**config.mk**
```make
export PLATFORM = sky130hd
export DESIGN_NAME = dual_pi_loop_with_setpoint_schedule
export DESIGN_NICKNAME = d
export VERILOG_FILES = /design/src/hdl/dppi_pkg.sv /design/src/hdl/dppi_sched.sv /design/src/hdl/dppi_pi.sv /design/src/hdl/dual_pi_loop_with_setpoint_schedule.sv
export SDC_FILE = /design/constraint.sdc
export NUM_CORES = 2
export LEC_CHECK = 0
export BUFFER_PORTS_ARGS = -buffer_cell sky130_fd_sc_hd__buf_2
export CORE_UTILIZATION = 59
export DETAILED_ROUTE_END_ITERATION = 16
export PLACE_DENSITY = 0.76
export SYNTH_ARGS = -nofsm -noshare
export SYNTH_HDL_FRONTEND = slang
export SYNTH_SLANG_ARGS = --single-unit
```
**constraint.sdc**
```tcl
create_clock -name clk -period 10.8 [get_ports clk]
set_input_delay 1.62 -clock clk [delete_from_list [all_inputs] [get_ports clk]]
set_output_delay 1.62 -clock clk [all_outputs]
set_load 0.03 [all_outputs]
```
**src/hdl/dppi_pkg.sv**
```systemverilog
`timescale 1ns / 1ps

package dppi_pkg;

    // field and state widths
    localparam int GAIN_W  = 24;
    localparam int ACC_W   = 24;
    localparam int FRAC_W  = 16;
    localparam int FLOW_W  = 16;
    localparam int TEMP_W  = 12;
    localparam int CERR_W  = FLOW_W + 1;
    localparam int HERR_W  = TEMP_W + 1;
    localparam int DUTY_W  = ACC_W - FRAC_W;
    localparam int DCNT_W  = 2;
    localparam int DWELL_W = 8;

    // accumulator ceiling: 255.0 in Q.16
    localparam logic [ACC_W-1:0] ACC_MAX = 24'hFF0000;

    // parameter defaults
    localparam int DEF_TEMP_DECIMATION = 3;
    localparam int DEF_TOLERANCE       = 8;
    localparam int DEF_DWELL_TICKS     = 120;

    // register map, word index
    localparam logic [2:0] REG_HEATER_GAIN_NOW    = 3'd0;
    localparam logic [2:0] REG_HEATER_GAIN_PREV   = 3'd1;
    localparam logic [2:0] REG_COOLER_GAIN_NOW    = 3'd2;
    localparam logic [2:0] REG_COOLER_GAIN_PREV   = 3'd3;
    localparam logic [2:0] REG_TEMP_TARGET_FIRST  = 3'd4;
    localparam logic [2:0] REG_TEMP_TARGET_SECOND = 3'd5;
    localparam logic [2:0] REG_FLOW_TARGET_FIRST  = 3'd6;
    localparam logic [2:0] REG_FLOW_TARGET_SECOND = 3'd7;

    // register reset values
    localparam logic [GAIN_W-1:0] RST_HEATER_GAIN_NOW  = 24'd17191;
    localparam logic [GAIN_W-1:0] RST_HEATER_GAIN_PREV = 24'hFFBD2F;  // -17105
    localparam logic [GAIN_W-1:0] RST_COOLER_GAIN_NOW  = 24'd112722;
    localparam logic [GAIN_W-1:0] RST_COOLER_GAIN_PREV = 24'hFEA344;  // -89276
    localparam logic [TEMP_W-1:0] RST_TEMP_TARGET_FIRST  = 12'd640;
    localparam logic [TEMP_W-1:0] RST_TEMP_TARGET_SECOND = 12'd480;
    localparam logic [FLOW_W-1:0] RST_FLOW_TARGET_FIRST  = 16'd0;
    localparam logic [FLOW_W-1:0] RST_FLOW_TARGET_SECOND = 16'd28;

    // per-item status carried down the pipe
    typedef struct packed {
        logic ran;
        logic stage;
        logic dwelling;
    } sched_t;

endpackage

```
**src/hdl/dppi_sched.sv**
```systemverilog
`timescale 1ns / 1ps

module dppi_sched #(
    parameter int TEMP_DECIMATION = dppi_pkg::DEF_TEMP_DECIMATION,
    parameter int TOLERANCE       = dppi_pkg::DEF_TOLERANCE,
    parameter int DWELL_TICKS     = dppi_pkg::DEF_DWELL_TICKS
) (
    input  logic                                 clk,
    input  logic                                 rst_n,
    input  logic                                 advance,
    input  logic        [dppi_pkg::FLOW_W-1:0]   flow,
    input  logic        [dppi_pkg::TEMP_W-1:0]   temp,
    input  logic        [dppi_pkg::FLOW_W-1:0]   flow_target_first,
    input  logic        [dppi_pkg::FLOW_W-1:0]   flow_target_second,
    input  logic        [dppi_pkg::TEMP_W-1:0]   temp_target_first,
    input  logic        [dppi_pkg::TEMP_W-1:0]   temp_target_second,
    output logic signed [dppi_pkg::CERR_W-1:0]   cooler_err,
    output logic signed [dppi_pkg::CERR_W-1:0]   cooler_err_last,
    output logic signed [dppi_pkg::HERR_W-1:0]   heater_err,
    output logic signed [dppi_pkg::HERR_W-1:0]   heater_err_last,
    output dppi_pkg::sched_t                     info
);
    import dppi_pkg::*;

    logic [DCNT_W-1:0]  dcnt_reg, dcnt_next, dcnt_inc;
    logic               dwell_reg, dwell_next;
    logic [DWELL_W-1:0] ticks_reg, ticks_next, ticks_inc;
    logic               stage_reg, stage_next;
    logic [CERR_W-1:0]  cerr_last_reg;
    logic [HERR_W-1:0]  herr_last_reg, herr_last_next;
    logic [FLOW_W-1:0]  ftgt;
    logic [TEMP_W-1:0]  ttgt;
    logic [HERR_W-1:0]  herr_abs;
    logic               run;

    // setpoints of the stage in force at the start of the tick
    assign ftgt = stage_reg ? flow_target_second : flow_target_first;
    assign ttgt = stage_reg ? temp_target_second : temp_target_first;

    assign cooler_err = {1'b0, ftgt} - {1'b0, flow};
    assign heater_err = {ttgt[TEMP_W-1], ttgt} - {temp[TEMP_W-1], temp};
    assign herr_abs   = heater_err[HERR_W-1] ? (HERR_W'(0) - heater_err) : heater_err;

    assign cooler_err_last = cerr_last_reg;
    assign heater_err_last = herr_last_reg;

    assign dcnt_inc  = dcnt_reg + 1'b1;
    assign run       = (dcnt_inc >= DCNT_W'(TEMP_DECIMATION));
    assign ticks_inc = (dwell_reg && (ticks_reg != {DWELL_W{1'b1}})) ? ticks_reg + 1'b1
                                                                     : ticks_reg;

    always_comb
    begin
        dcnt_next      = run ? '0 : dcnt_inc;
        dwell_next     = dwell_reg;
        ticks_next     = ticks_inc;
        stage_next     = stage_reg;
        herr_last_next = herr_last_reg;
        if (run)
        begin
            herr_last_next = heater_err;
            if (!dwell_reg && (herr_abs <= HERR_W'(TOLERANCE)))
            begin
                dwell_next = 1'b1;
                ticks_next = '0;
            end
            else if (dwell_reg && (ticks_inc >= DWELL_W'(DWELL_TICKS)))
            begin
                // last stage stays put
                dwell_next = 1'b0;
                stage_next = 1'b1;
            end
        end
    end

    assign info = '{ran: run, stage: stage_next, dwelling: dwell_next};

    always_ff @(posedge clk or negedge rst_n)
    begin
        if (!rst_n)
        begin
            dcnt_reg      <= '0;
            dwell_reg     <= 1'b0;
            ticks_reg     <= '0;
            stage_reg     <= 1'b0;
            cerr_last_reg <= '0;
            herr_last_reg <= '0;
        end
        else if (advance)
        begin
            dcnt_reg      <= dcnt_next;
            dwell_reg     <= dwell_next;
            ticks_reg     <= ticks_next;
            stage_reg     <= stage_next;
            cerr_last_reg <= cooler_err;
            herr_last_reg <= herr_last_next;
        end
    end

endmodule

```
**src/hdl/dppi_pi.sv**
```systemverilog
`timescale 1ns / 1ps

module dppi_pi #(
    parameter int ERR_W = 17
) (
    input  logic                                 clk,
    input  logic                                 rst_n,
    input  logic                                 load,
    input  logic                                 step,
    input  logic signed [ERR_W-1:0]              err,
    input  logic signed [ERR_W-1:0]              err_last,
    input  logic signed [dppi_pkg::GAIN_W-1:0]   gain_now,
    input  logic signed [dppi_pkg::GAIN_W-1:0]   gain_prev,
    output logic        [dppi_pkg::DUTY_W-1:0]   duty
);
    import dppi_pkg::*;

    localparam int PROD_W = GAIN_W + ERR_W;
    localparam int SUM_W  = PROD_W + 2;

    logic signed [PROD_W-1:0] prod_now_reg, prod_prev_reg;
    logic signed [PROD_W-1:0] prod_now, prod_prev;
    logic signed [SUM_W-1:0]  sum;
    logic        [ACC_W-1:0]  acc_reg, acc_next;

    assign prod_now  = gain_now * err;
    assign prod_prev = gain_prev * err_last;

    // products registered, accumulate in the next stage
    always_ff @(posedge clk)
    begin
        if (load)
        begin
            prod_now_reg  <= prod_now;
            prod_prev_reg <= prod_prev;
        end
    end

    assign sum = {{(SUM_W-ACC_W){1'b0}}, acc_reg}
               + {{(SUM_W-PROD_W){prod_now_reg[PROD_W-1]}}, prod_now_reg}
               + {{(SUM_W-PROD_W){prod_prev_reg[PROD_W-1]}}, prod_prev_reg};

    always_comb
    begin
        if (sum[SUM_W-1])
            acc_next = '0;
        else if ($unsigned(sum) > SUM_W'(ACC_MAX))
            acc_next = ACC_MAX;
        else
            acc_next = sum[ACC_W-1:0];
    end

    always_ff @(posedge clk or negedge rst_n)
    begin
        if (!rst_n)
            acc_reg <= '0;
        else if (step)
            acc_reg <= acc_next;
    end

    assign duty = acc_reg[ACC_W-1:FRAC_W];

endmodule

```
**src/hdl/dual_pi_loop_with_setpoint_schedule.sv**
```systemverilog
`timescale 1ns / 1ps

// Channel   Dir  Handshake                     Content
// s_*       in   s_tvalid / s_tready           tick: flow_pulses, temperature_sixteenths
// m_*       out  m_tvalid / m_tready           result: duties, heater_updated, stage, dwelling
// apb       in   psel, penable, pwrite, pready gains and setpoints, word address
//
// Three-stage pipe: input register, schedule + product register, accumulate +
// result register. One item per cycle unless m_tready stalls; an item passes the
// input, product and result registers in order. Each stage holds while the one
// below is full and stalled, so up to three items wait on a held-low m_tready.
// Reset clears the loop state, schedule and registers to their defaults.
module dual_pi_loop_with_setpoint_schedule #(
    parameter int TEMP_DECIMATION = dppi_pkg::DEF_TEMP_DECIMATION,
    parameter int TOLERANCE       = dppi_pkg::DEF_TOLERANCE,
    parameter int DWELL_TICKS     = dppi_pkg::DEF_DWELL_TICKS
) (
    input  logic        clk,
    input  logic        rst_n,
    input  logic        s_tvalid,
    output logic        s_tready,
    input  logic [31:0] s_tdata,   // flow_pulses[15:0], temperature_sixteenths[27:16], zero
    output logic        m_tvalid,
    input  logic        m_tready,
    output logic [31:0] m_tdata,   // cooler_duty[7:0], heater_duty[15:8], heater_updated[16],
                                   // stage_now[17], dwelling[18], zero
    input  logic        psel,
    input  logic        penable,
    input  logic        pwrite,
    input  logic [4:0]  paddr,
    input  logic [31:0] pwdata,
    output logic [31:0] prdata,
    output logic        pready
);
    import dppi_pkg::*;

    // configuration registers
    logic [GAIN_W-1:0] hg_now_reg, hg_prev_reg, cg_now_reg, cg_prev_reg;
    logic [TEMP_W-1:0] tt_first_reg, tt_second_reg;
    logic [FLOW_W-1:0] ft_first_reg, ft_second_reg;
    logic [2:0]        reg_idx;
    logic              cfg_wr;

    // pipe
    logic              s1_valid_reg, s2_valid_reg, out_valid_reg;
    logic [FLOW_W-1:0] s1_flow_reg;
    logic [TEMP_W-1:0] s1_temp_reg;
    sched_t            s2_info_reg, out_info_reg, info;
    logic              s_fire, fire1, fire2, s2_ready, out_ready;

    logic signed [CERR_W-1:0] cerr, cerr_last;
    logic signed [HERR_W-1:0] herr, herr_last;
    logic [DUTY_W-1:0]        cooler_duty, heater_duty;

    // ---------------- configuration port ----------------
    assign pready  = 1'b1;
    assign reg_idx = paddr[4:2];
    assign cfg_wr  = psel && penable && pwrite && pready;

    always_ff @(posedge clk or negedge rst_n)
    begin
        if (!rst_n)
        begin
            hg_now_reg    <= RST_HEATER_GAIN_NOW;
            hg_prev_reg   <= RST_HEATER_GAIN_PREV;
            cg_now_reg    <= RST_COOLER_GAIN_NOW;
            cg_prev_reg   <= RST_COOLER_GAIN_PREV;
            tt_first_reg  <= RST_TEMP_TARGET_FIRST;
            tt_second_reg <= RST_TEMP_TARGET_SECOND;
            ft_first_reg  <= RST_FLOW_TARGET_FIRST;
            ft_second_reg <= RST_FLOW_TARGET_SECOND;
        end
        else if (cfg_wr)
        begin
            case (reg_idx)
                REG_HEATER_GAIN_NOW:    hg_now_reg    <= pwdata[GAIN_W-1:0];
                REG_HEATER_GAIN_PREV:   hg_prev_reg   <= pwdata[GAIN_W-1:0];
                REG_COOLER_GAIN_NOW:    cg_now_reg    <= pwdata[GAIN_W-1:0];
                REG_COOLER_GAIN_PREV:   cg_prev_reg   <= pwdata[GAIN_W-1:0];
                REG_TEMP_TARGET_FIRST:  tt_first_reg  <= pwdata[TEMP_W-1:0];
                REG_TEMP_TARGET_SECOND: tt_second_reg <= pwdata[TEMP_W-1:0];
                REG_FLOW_TARGET_FIRST:  ft_first_reg  <= pwdata[FLOW_W-1:0];
                REG_FLOW_TARGET_SECOND: ft_second_reg <= pwdata[FLOW_W-1:0];
                default: ;
            endcase
        end
    end

    always_comb
    begin
        case (reg_idx)
            REG_HEATER_GAIN_NOW:    prdata = {8'd0, hg_now_reg};
            REG_HEATER_GAIN_PREV:   prdata = {8'd0, hg_prev_reg};
            REG_COOLER_GAIN_NOW:    prdata = {8'd0, cg_now_reg};
            REG_COOLER_GAIN_PREV:   prdata = {8'd0, cg_prev_reg};
            REG_TEMP_TARGET_FIRST:  prdata = {20'd0, tt_first_reg};
            REG_TEMP_TARGET_SECOND: prdata = {20'd0, tt_second_reg};
            REG_FLOW_TARGET_FIRST:  prdata = {16'd0, ft_first_reg};
            REG_FLOW_TARGET_SECOND: prdata = {16'd0, ft_second_reg};
            default:                prdata = '0;
        endcase
    end

    // ---------------- pipe handshake ----------------
    // each stage moves when the stage below is empty or moving
    assign out_ready = !out_valid_reg || m_tready;
    assign fire2     = s2_valid_reg && out_ready;
    assign s2_ready  = !s2_valid_reg || out_ready;
    assign fire1     = s1_valid_reg && s2_ready;
    assign s_tready  = !s1_valid_reg || s2_ready;
    assign s_fire    = s_tvalid && s_tready;

    always_ff @(posedge clk or negedge rst_n)
    begin
        if (!rst_n)
        begin
            s1_valid_reg  <= 1'b0;
            s2_valid_reg  <= 1'b0;
            out_valid_reg <= 1'b0;
            s2_info_reg   <= '0;
            out_info_reg  <= '0;
        end
        else
        begin
            if (s_fire)
                s1_valid_reg <= 1'b1;
            else if (fire1)
                s1_valid_reg <= 1'b0;

            if (fire1)
            begin
                s2_valid_reg <= 1'b1;
                s2_info_reg  <= info;
            end
            else if (fire2)
                s2_valid_reg <= 1'b0;

            if (fire2)
            begin
                out_valid_reg <= 1'b1;
                out_info_reg  <= s2_info_reg;
            end
            else if (m_tready)
                out_valid_reg <= 1'b0;
        end
    end

    always_ff @(posedge clk)
    begin
        if (s_fire)
        begin
            s1_flow_reg <= s_tdata[FLOW_W-1:0];
            s1_temp_reg <= s_tdata[FLOW_W+TEMP_W-1:FLOW_W];
        end
    end

    // ---------------- datapath ----------------
    // schedule: decimation, dwell, stage; errors for both loops
    dppi_sched #(
        .TEMP_DECIMATION (TEMP_DECIMATION),
        .TOLERANCE       (TOLERANCE),
        .DWELL_TICKS     (DWELL_TICKS)
    ) u_sched (
        .clk                (clk),
        .rst_n              (rst_n),
        .advance            (fire1),
        .flow               (s1_flow_reg),
        .temp               (s1_temp_reg),
        .flow_target_first  (ft_first_reg),
        .flow_target_second (ft_second_reg),
        .temp_target_first  (tt_first_reg),
        .temp_target_second (tt_second_reg),
        .cooler_err         (cerr),
        .cooler_err_last    (cerr_last),
        .heater_err         (herr),
        .heater_err_last    (herr_last),
        .info               (info)
    );

    // flow loop runs every tick
    dppi_pi #(
        .ERR_W (CERR_W)
    ) u_cooler (
        .clk       (clk),
        .rst_n     (rst_n),
        .load      (fire1),
        .step      (fire2),
        .err       (cerr),
        .err_last  (cerr_last),
        .gain_now  ($signed(cg_now_reg)),
        .gain_prev ($signed(cg_prev_reg)),
        .duty      (cooler_duty)
    );

    // temperature loop runs on decimated ticks only
    dppi_pi #(
        .ERR_W (HERR_W)
    ) u_heater (
        .clk       (clk),
        .rst_n     (rst_n),
        .load      (fire1),
        .step      (fire2 && s2_info_reg.ran),
        .err       (herr),
        .err_last  (herr_last),
        .gain_now  ($signed(hg_now_reg)),
        .gain_prev ($signed(hg_prev_reg)),
        .duty      (heater_duty)
    );

    // accumulators change only as an item enters the result register,
    // so they always match the item held there
    assign m_tvalid = out_valid_reg;
    assign m_tdata  = {13'd0, out_info_reg.dwelling, out_info_reg.stage, out_info_reg.ran,
                       heater_duty, cooler_duty};

    // ---------------- checks ----------------
    a_accept_lands: assert property (@(posedge clk) disable iff (!rst_n)
        s_fire |=> s1_valid_reg)
        else $error("accepted item not held in input stage");

    a_stage_monotone: assert property (@(posedge clk) disable iff (!rst_n)
        $past(out_info_reg.stage) |-> out_info_reg.stage)
        else $error("setpoint stage went back");

    a_sched_on_temp_tick: assert property (@(posedge clk) disable iff (!rst_n)
        fire2 && ((s2_info_reg.stage != out_info_reg.stage) ||
                  (s2_info_reg.dwelling != out_info_reg.dwelling)) |-> s2_info_reg.ran)
        else $error("stage or dwell changed on a flow-only tick");

endmodule
```
* Word level (Yosys, flattened, before mapping)
Cells that the tools add are included.
Storage, ports and cells: register bits after elaboration 433, input bits 76
Operators by class: add/sub/neg operators 9, multipliers 4, magnitude comparators 5, equal/unequal tests 8, muxes and demuxes 23, bitwise operators 1, reduce and logical (&&, ||, !) cells 32
Operators with widths (count):
- 32-bit one-hot mux with 8 select lines | 1
- 24-bit two-way mux | 4
- 24-bit by 17-bit multiplier with 41-bit output | 2
- 24-bit by 13-bit multiplier with 37-bit output | 2
- 43-bit adder | 1
- 43-bit by 24-bit greater-than comparator with 1-bit output (second input constant) | 1
- 25-bit by 41-bit adder with 42-bit output | 1
- 39-bit adder | 1
- 39-bit by 24-bit greater-than comparator with 1-bit output (second input constant) | 1
- 25-bit by 37-bit adder with 38-bit output | 1
- 8-bit two-way mux | 3
- 2-bit AND reduction | 9
- 16-bit by 16-bit subtractor with 17-bit output | 1
- 16-bit two-way mux | 1
- 13-bit by 4-bit <= comparator with 1-bit output (second input constant) | 1
- 13-bit two-way mux | 1
- 1-bit by 13-bit subtractor with 13-bit output (first input constant) | 1
- 12-bit by 12-bit subtractor with 13-bit output | 1
- 3-bit equality test (second input constant) | 4
- 12-bit two-way mux | 1
- 1-bit two-way mux | 11
- 1-bit logical AND | 9
- 8-bit by 1-bit adder with 8-bit output (second input constant) | 1
- 8-bit by 7-bit >= comparator with 1-bit output (second input constant) | 1
- other kinds (13) | 22

* Longest topological paths before layout
depth in word-level cells 8, gate-level depth with buffers 39, depth with buffers taken out 37

* Modules after synthesis
From an unflattened synthesis, not the netlist that was laid out.
Second synthesis, totals: cell total of the unflattened synthesis 7727, area total of the unflattened synthesis 75570.0 µm²
Modules (own cells, without submodules):
- dppi_pi at u_cooler | times used 1, cells each 3865, area an instance 36127.1 µm²
- dppi_pi at u_heater | times used 1, cells each 2881, area an instance 27341.2 µm²
- dual_pi_loop_with_setpoint_schedule | times used 1, cells each 569, area an instance 8394.3 µm²
- dppi_sched | times used 1, cells each 412, area an instance 3707.3 µm²

* Worst setup path after synthesis
Ideal clock, no wire load.
path type register -> register, from register u_sched.stage_reg, to register u_cooler.prod_now_reg[39] (data pin), setup time 0.258 ns, arrival time 9.124 ns, data required time 10.542 ns, setup slack 1.418 ns, stages on the path, launching flop included 36, buffers on the path 2, clock period less this slack 9.382 ns, cell sequence dfrtp_1 > clkbuf_1 > mux2_2 > ha_1 > nor2b_1 > o21ai_0 > a21boi_0 > o21ai_0 > a21oi_1 > o21ai_0 > a21oi_1 > or2_2 > a311oi_1 > xnor2_1 > clkbuf_1 > and2_1 > fa_1 > fa_1 > fa_1 > fa_1 > fa_1 > inv_1 > fa_1 > inv_1 > ha_1 > and2_1 > or2_2 > a211oi_1 > a211oi_1 > a211o_1 > a21oi_1 > o31ai_1 > o41ai_1 > o2111ai_1 > a21oi_1 > xnor2_1
Between the ends: word-level cells in the longest chain between the ends 3
RTL lines:
- start: declaration | RTL line dppi_sched.sv:28 | logic stage_reg, stage_next;
- start signal: assignment | RTL line dppi_sched.sv:94 | stage_reg <= stage_next;
- 16-bit two-way mux | RTL line dppi_sched.sv:37 | assign ftgt = stage_reg ? flow_target_second : flow_target_first;
- 16-bit by 16-bit subtractor with 17-bit output | RTL line dppi_sched.sv:40 | assign cooler_err = {1'b0, ftgt} - {1'b0, flow};
- 24-bit by 17-bit multiplier with 41-bit output | RTL line dppi_pi.sv:26 | assign prod_now = gain_now * err;
- via u_cooler.prod_now[39] | RTL line dppi_pi.sv:22 | logic signed [PROD_W-1:0] prod_now, prod_prev;
- end signal: assignment | RTL line dppi_pi.sv:34 | prod_now_reg <= prod_now;
- end: declaration | RTL line dppi_pi.sv:21 | logic signed [PROD_W-1:0] prod_now_reg, prod_prev_reg;
The timed path passes the listed nets, and every way through them passes these cells. A chain may end at the register's enable or synchronous reset.

* Worst setup path after layout
Ends and elaborated chain as after synthesis.

==> impl_metrics.tcl <==
set metrics [dict create \
    synth_commonest_cells "inv_1, fa_1, nand2_1" \
    synth_seq_area_share_pct 15.54 \
    clk_path_buf_depth 3 \
    cts.sinks 433 \
    synth_top_family_by_area "adder cells" \
    num_io_pins 143 \
    hold_path_class "reg -> reg" \
    fp.dieH_um 361.2 \
    end_kind "register" \
    root_buffer "clkbuf_16" \
    status "finished clean" \
    cts.clk_slew.worst_paths_ns 0.07 \
    path_max_fanout 25 \
    finalNetCount 9843 \
    worstPathRequired_ns 11.20 \
    vias 55804 \
    synth_fa_ha_area_share_pct 44.95 \
    cts_setup_buffers 0 \
    setup_tns_ns 0 \
    grt_max_degree 100 \
    area_growth_pct 4.649 \
    crit_arrival_ns 10.73 \
    synth_largest_area_cell "fa_1" \
    final_hold_viol_count 0 \
    post-place-cells 9467 \
    cp_top_family "compound AO/OA/AOI/OAI gates" \
    dp_hpwl_um 157700 \
    yosys_register_bits 433 \
    setup_viol 0 \
    layout_min_cycle_time_ns 10.33 \
    grt_first_pass_wirelength_um 317800 \
    gpl.final_weighted_congestion 0.9261 \
    synth_edf_count 184 \
    fin_cells 9566 \
    startpoint_type "register" \
    final_util_pct 62.31 \
    fin_skew_ns 0.03574 \
    yosys-top-cells-area "fa_1, ha_1, edfxtp_1, inv_1, dfrtp_1" \
    path_class "reg -> reg" \
    worstSkewPairLatency_ns 0.66 \
    maxCapViolCount 0 \
    cp.buffers_inverters 2 \
    antenna_found_initial 20 \
    first_global_vias 59105 \
    yosys.area_share.simple_pct 14.73 \
    path_common_cell "fa_1" \
    io_buffers 106 \
    cts_hold_buf 0 \
    syn_inst 8016 \
    fmaxAchievable_mhz 96.83 \
    numCtsBuffers 50 \
    yosysMostFrequentCell "inv_1" \
    grt-ovfl-total 0 \
    post_cts_resized 0 \
    wl_um 196000 \
    die_w_um 361.2 \
    synthFlopType "dfrtp_1" \
    drtIter0Drc 4260 \
    drc_errors 0 \
    yosysTopAreaCellShare_pct 36.14 \
    grtUsageTotal_pct 30.87 \
    slew_headroom_pct 10.72 \
    synth_compound_area_share_pct 8.409 \
    rsz0062_at_grt "no" \
    ys_types 98 \
    h-tree-depth 2 \
    drt_pass1_iterations 6 \
    detail-route-antenna-nets 0 \
    yosysWarnings 0 \
    synth_xor_area_share_pct 3.531 \
    fp-row-count 131 \
    netlist_area_sq_um 76120 \
    wl_per_cell_um 20.49 \
    final_layout_size_suffix_gt1_share_pct 7.647 \
    synth.avg_cell_area_sq_um 9.496 \
    initial_core_util_pct 59.54 \
    cpPeakStageDelay_ns 0.54 \
    vias_per_cell 5.834 \
    async_flop_share_pct 57.51 \
    post-route-period-util_pct 95.63 \
    coreArea_sq_um 127800 \
    slew_violations 0 \
    worst_pin_slew_ns 1.333 \
    cp_slowest_cell "fa_1" \
    yosys-mux-area-fraction_pct 3.454 \
    fill_cells 10387 \
    dieArea_sq_um 130500 \
    cts_tree "done" \
]
-- kinds of logic (layout without fill, tap and decap cells) --
group                    after synthesis  after routing
adder cells (fa/ha/maj)             1910           1910
multiplexers                         223            223
AO/OA/AOI/OAI                        955            955
flip-flops                           433            433
buffers and inverters               1854           1717
other                                  2             27
XOR/XNOR                             306            306
AND/OR/NAND/NOR                     2333           2333
-- final timing paths --
kind / startpoint / to / slack [ns] / cells after the start
max: u_sched.stage_reg / u_cooler.prod_now_reg[39] / 0.47 / 33
min: m_tdata[16] / m_tdata[16] / 0.48 / 2
max reg2reg: u_sched.stage_reg / u_cooler.prod_now_reg[39] / 0.47 / 33
min reg2reg: m_tdata[16] / m_tdata[16] / 0.48 / 2
max in group asynchronous: rst_n / u_cooler.acc_reg[19] / 7.83 / 3
min in group asynchronous: rst_n / u_heater.acc_reg[21] / 0.88 / 1
-- layout by cell type, fill, tap and decap left out, types with 38 or more instances in the layout --
cell type,n
inv_1,1448
fa_1,1374
clkbuf_16,54
nor2_1,253
o21a_1,48
a21oi_1,264
nand2_1,1081
buf_4,68
o21bai_1,38
nand2b_1,108
ha_1,536
dfstp_2,56
nand3_1,83
nor2b_1,85
dfrtp_1,192
mux2_2,187
xor2_1,94
nor3_1,46
o21ai_0,161
buf_2,105
nand4_1,39
and2_1,486
edfxtp_1,184
xnor2_1,191
a21o_1,129
-- per-stage QoR --
step	hold slack [ns]	setup WS (ns)	cell area, sq um
6_report	0.4795	0.4725	79660
3_3_place_gp	0.4572	0.3366	77840
2_1_floorplan	0.4478	1.418	76190
5_1_grt	0.5252	0.03692	79650
4_1_cts	0.4815	0.1187	79620
3_5_place_dp	0.4672	0.2280	77840
-- per-layer routing --
layer,GRT usage [%],wire (um),vias to the layer above
li1,-,-,24731
met3,6.827,16860,531
met5,0,173,-
met1,38.99,75310,28307
met2,51.39,93770,2209
met4,12.84,9893,26
-- layout make-up --
cell class	count	area [sq um]	share of cell area, %
sequential	433	11830	14.85
tap	1662	2079	2.611
clock buffer	61	1401	1.759
clock inverter	33	370.4	0.4649
multi-input combinational	5749	57470	72.15
antenna	5	12.51	0.01571
inverter	1449	5444	6.834
timing repair buffer	174	1051	1.319
-- worst register-to-register path: cells and delay by family, from the launching register on --
kind,cells,cell delay [ns]
buf+inv,2,0.11
mux,1,0.41
fa+ha+maj,8,3.61
compound gates,15,3.83
xor+xnor,2,0.37
simple gates,5,1.23
flops,1,0.51
Power is not shown: default switching activity piles up to over one toggle a cycle in this logic, so the estimate is an artifact.
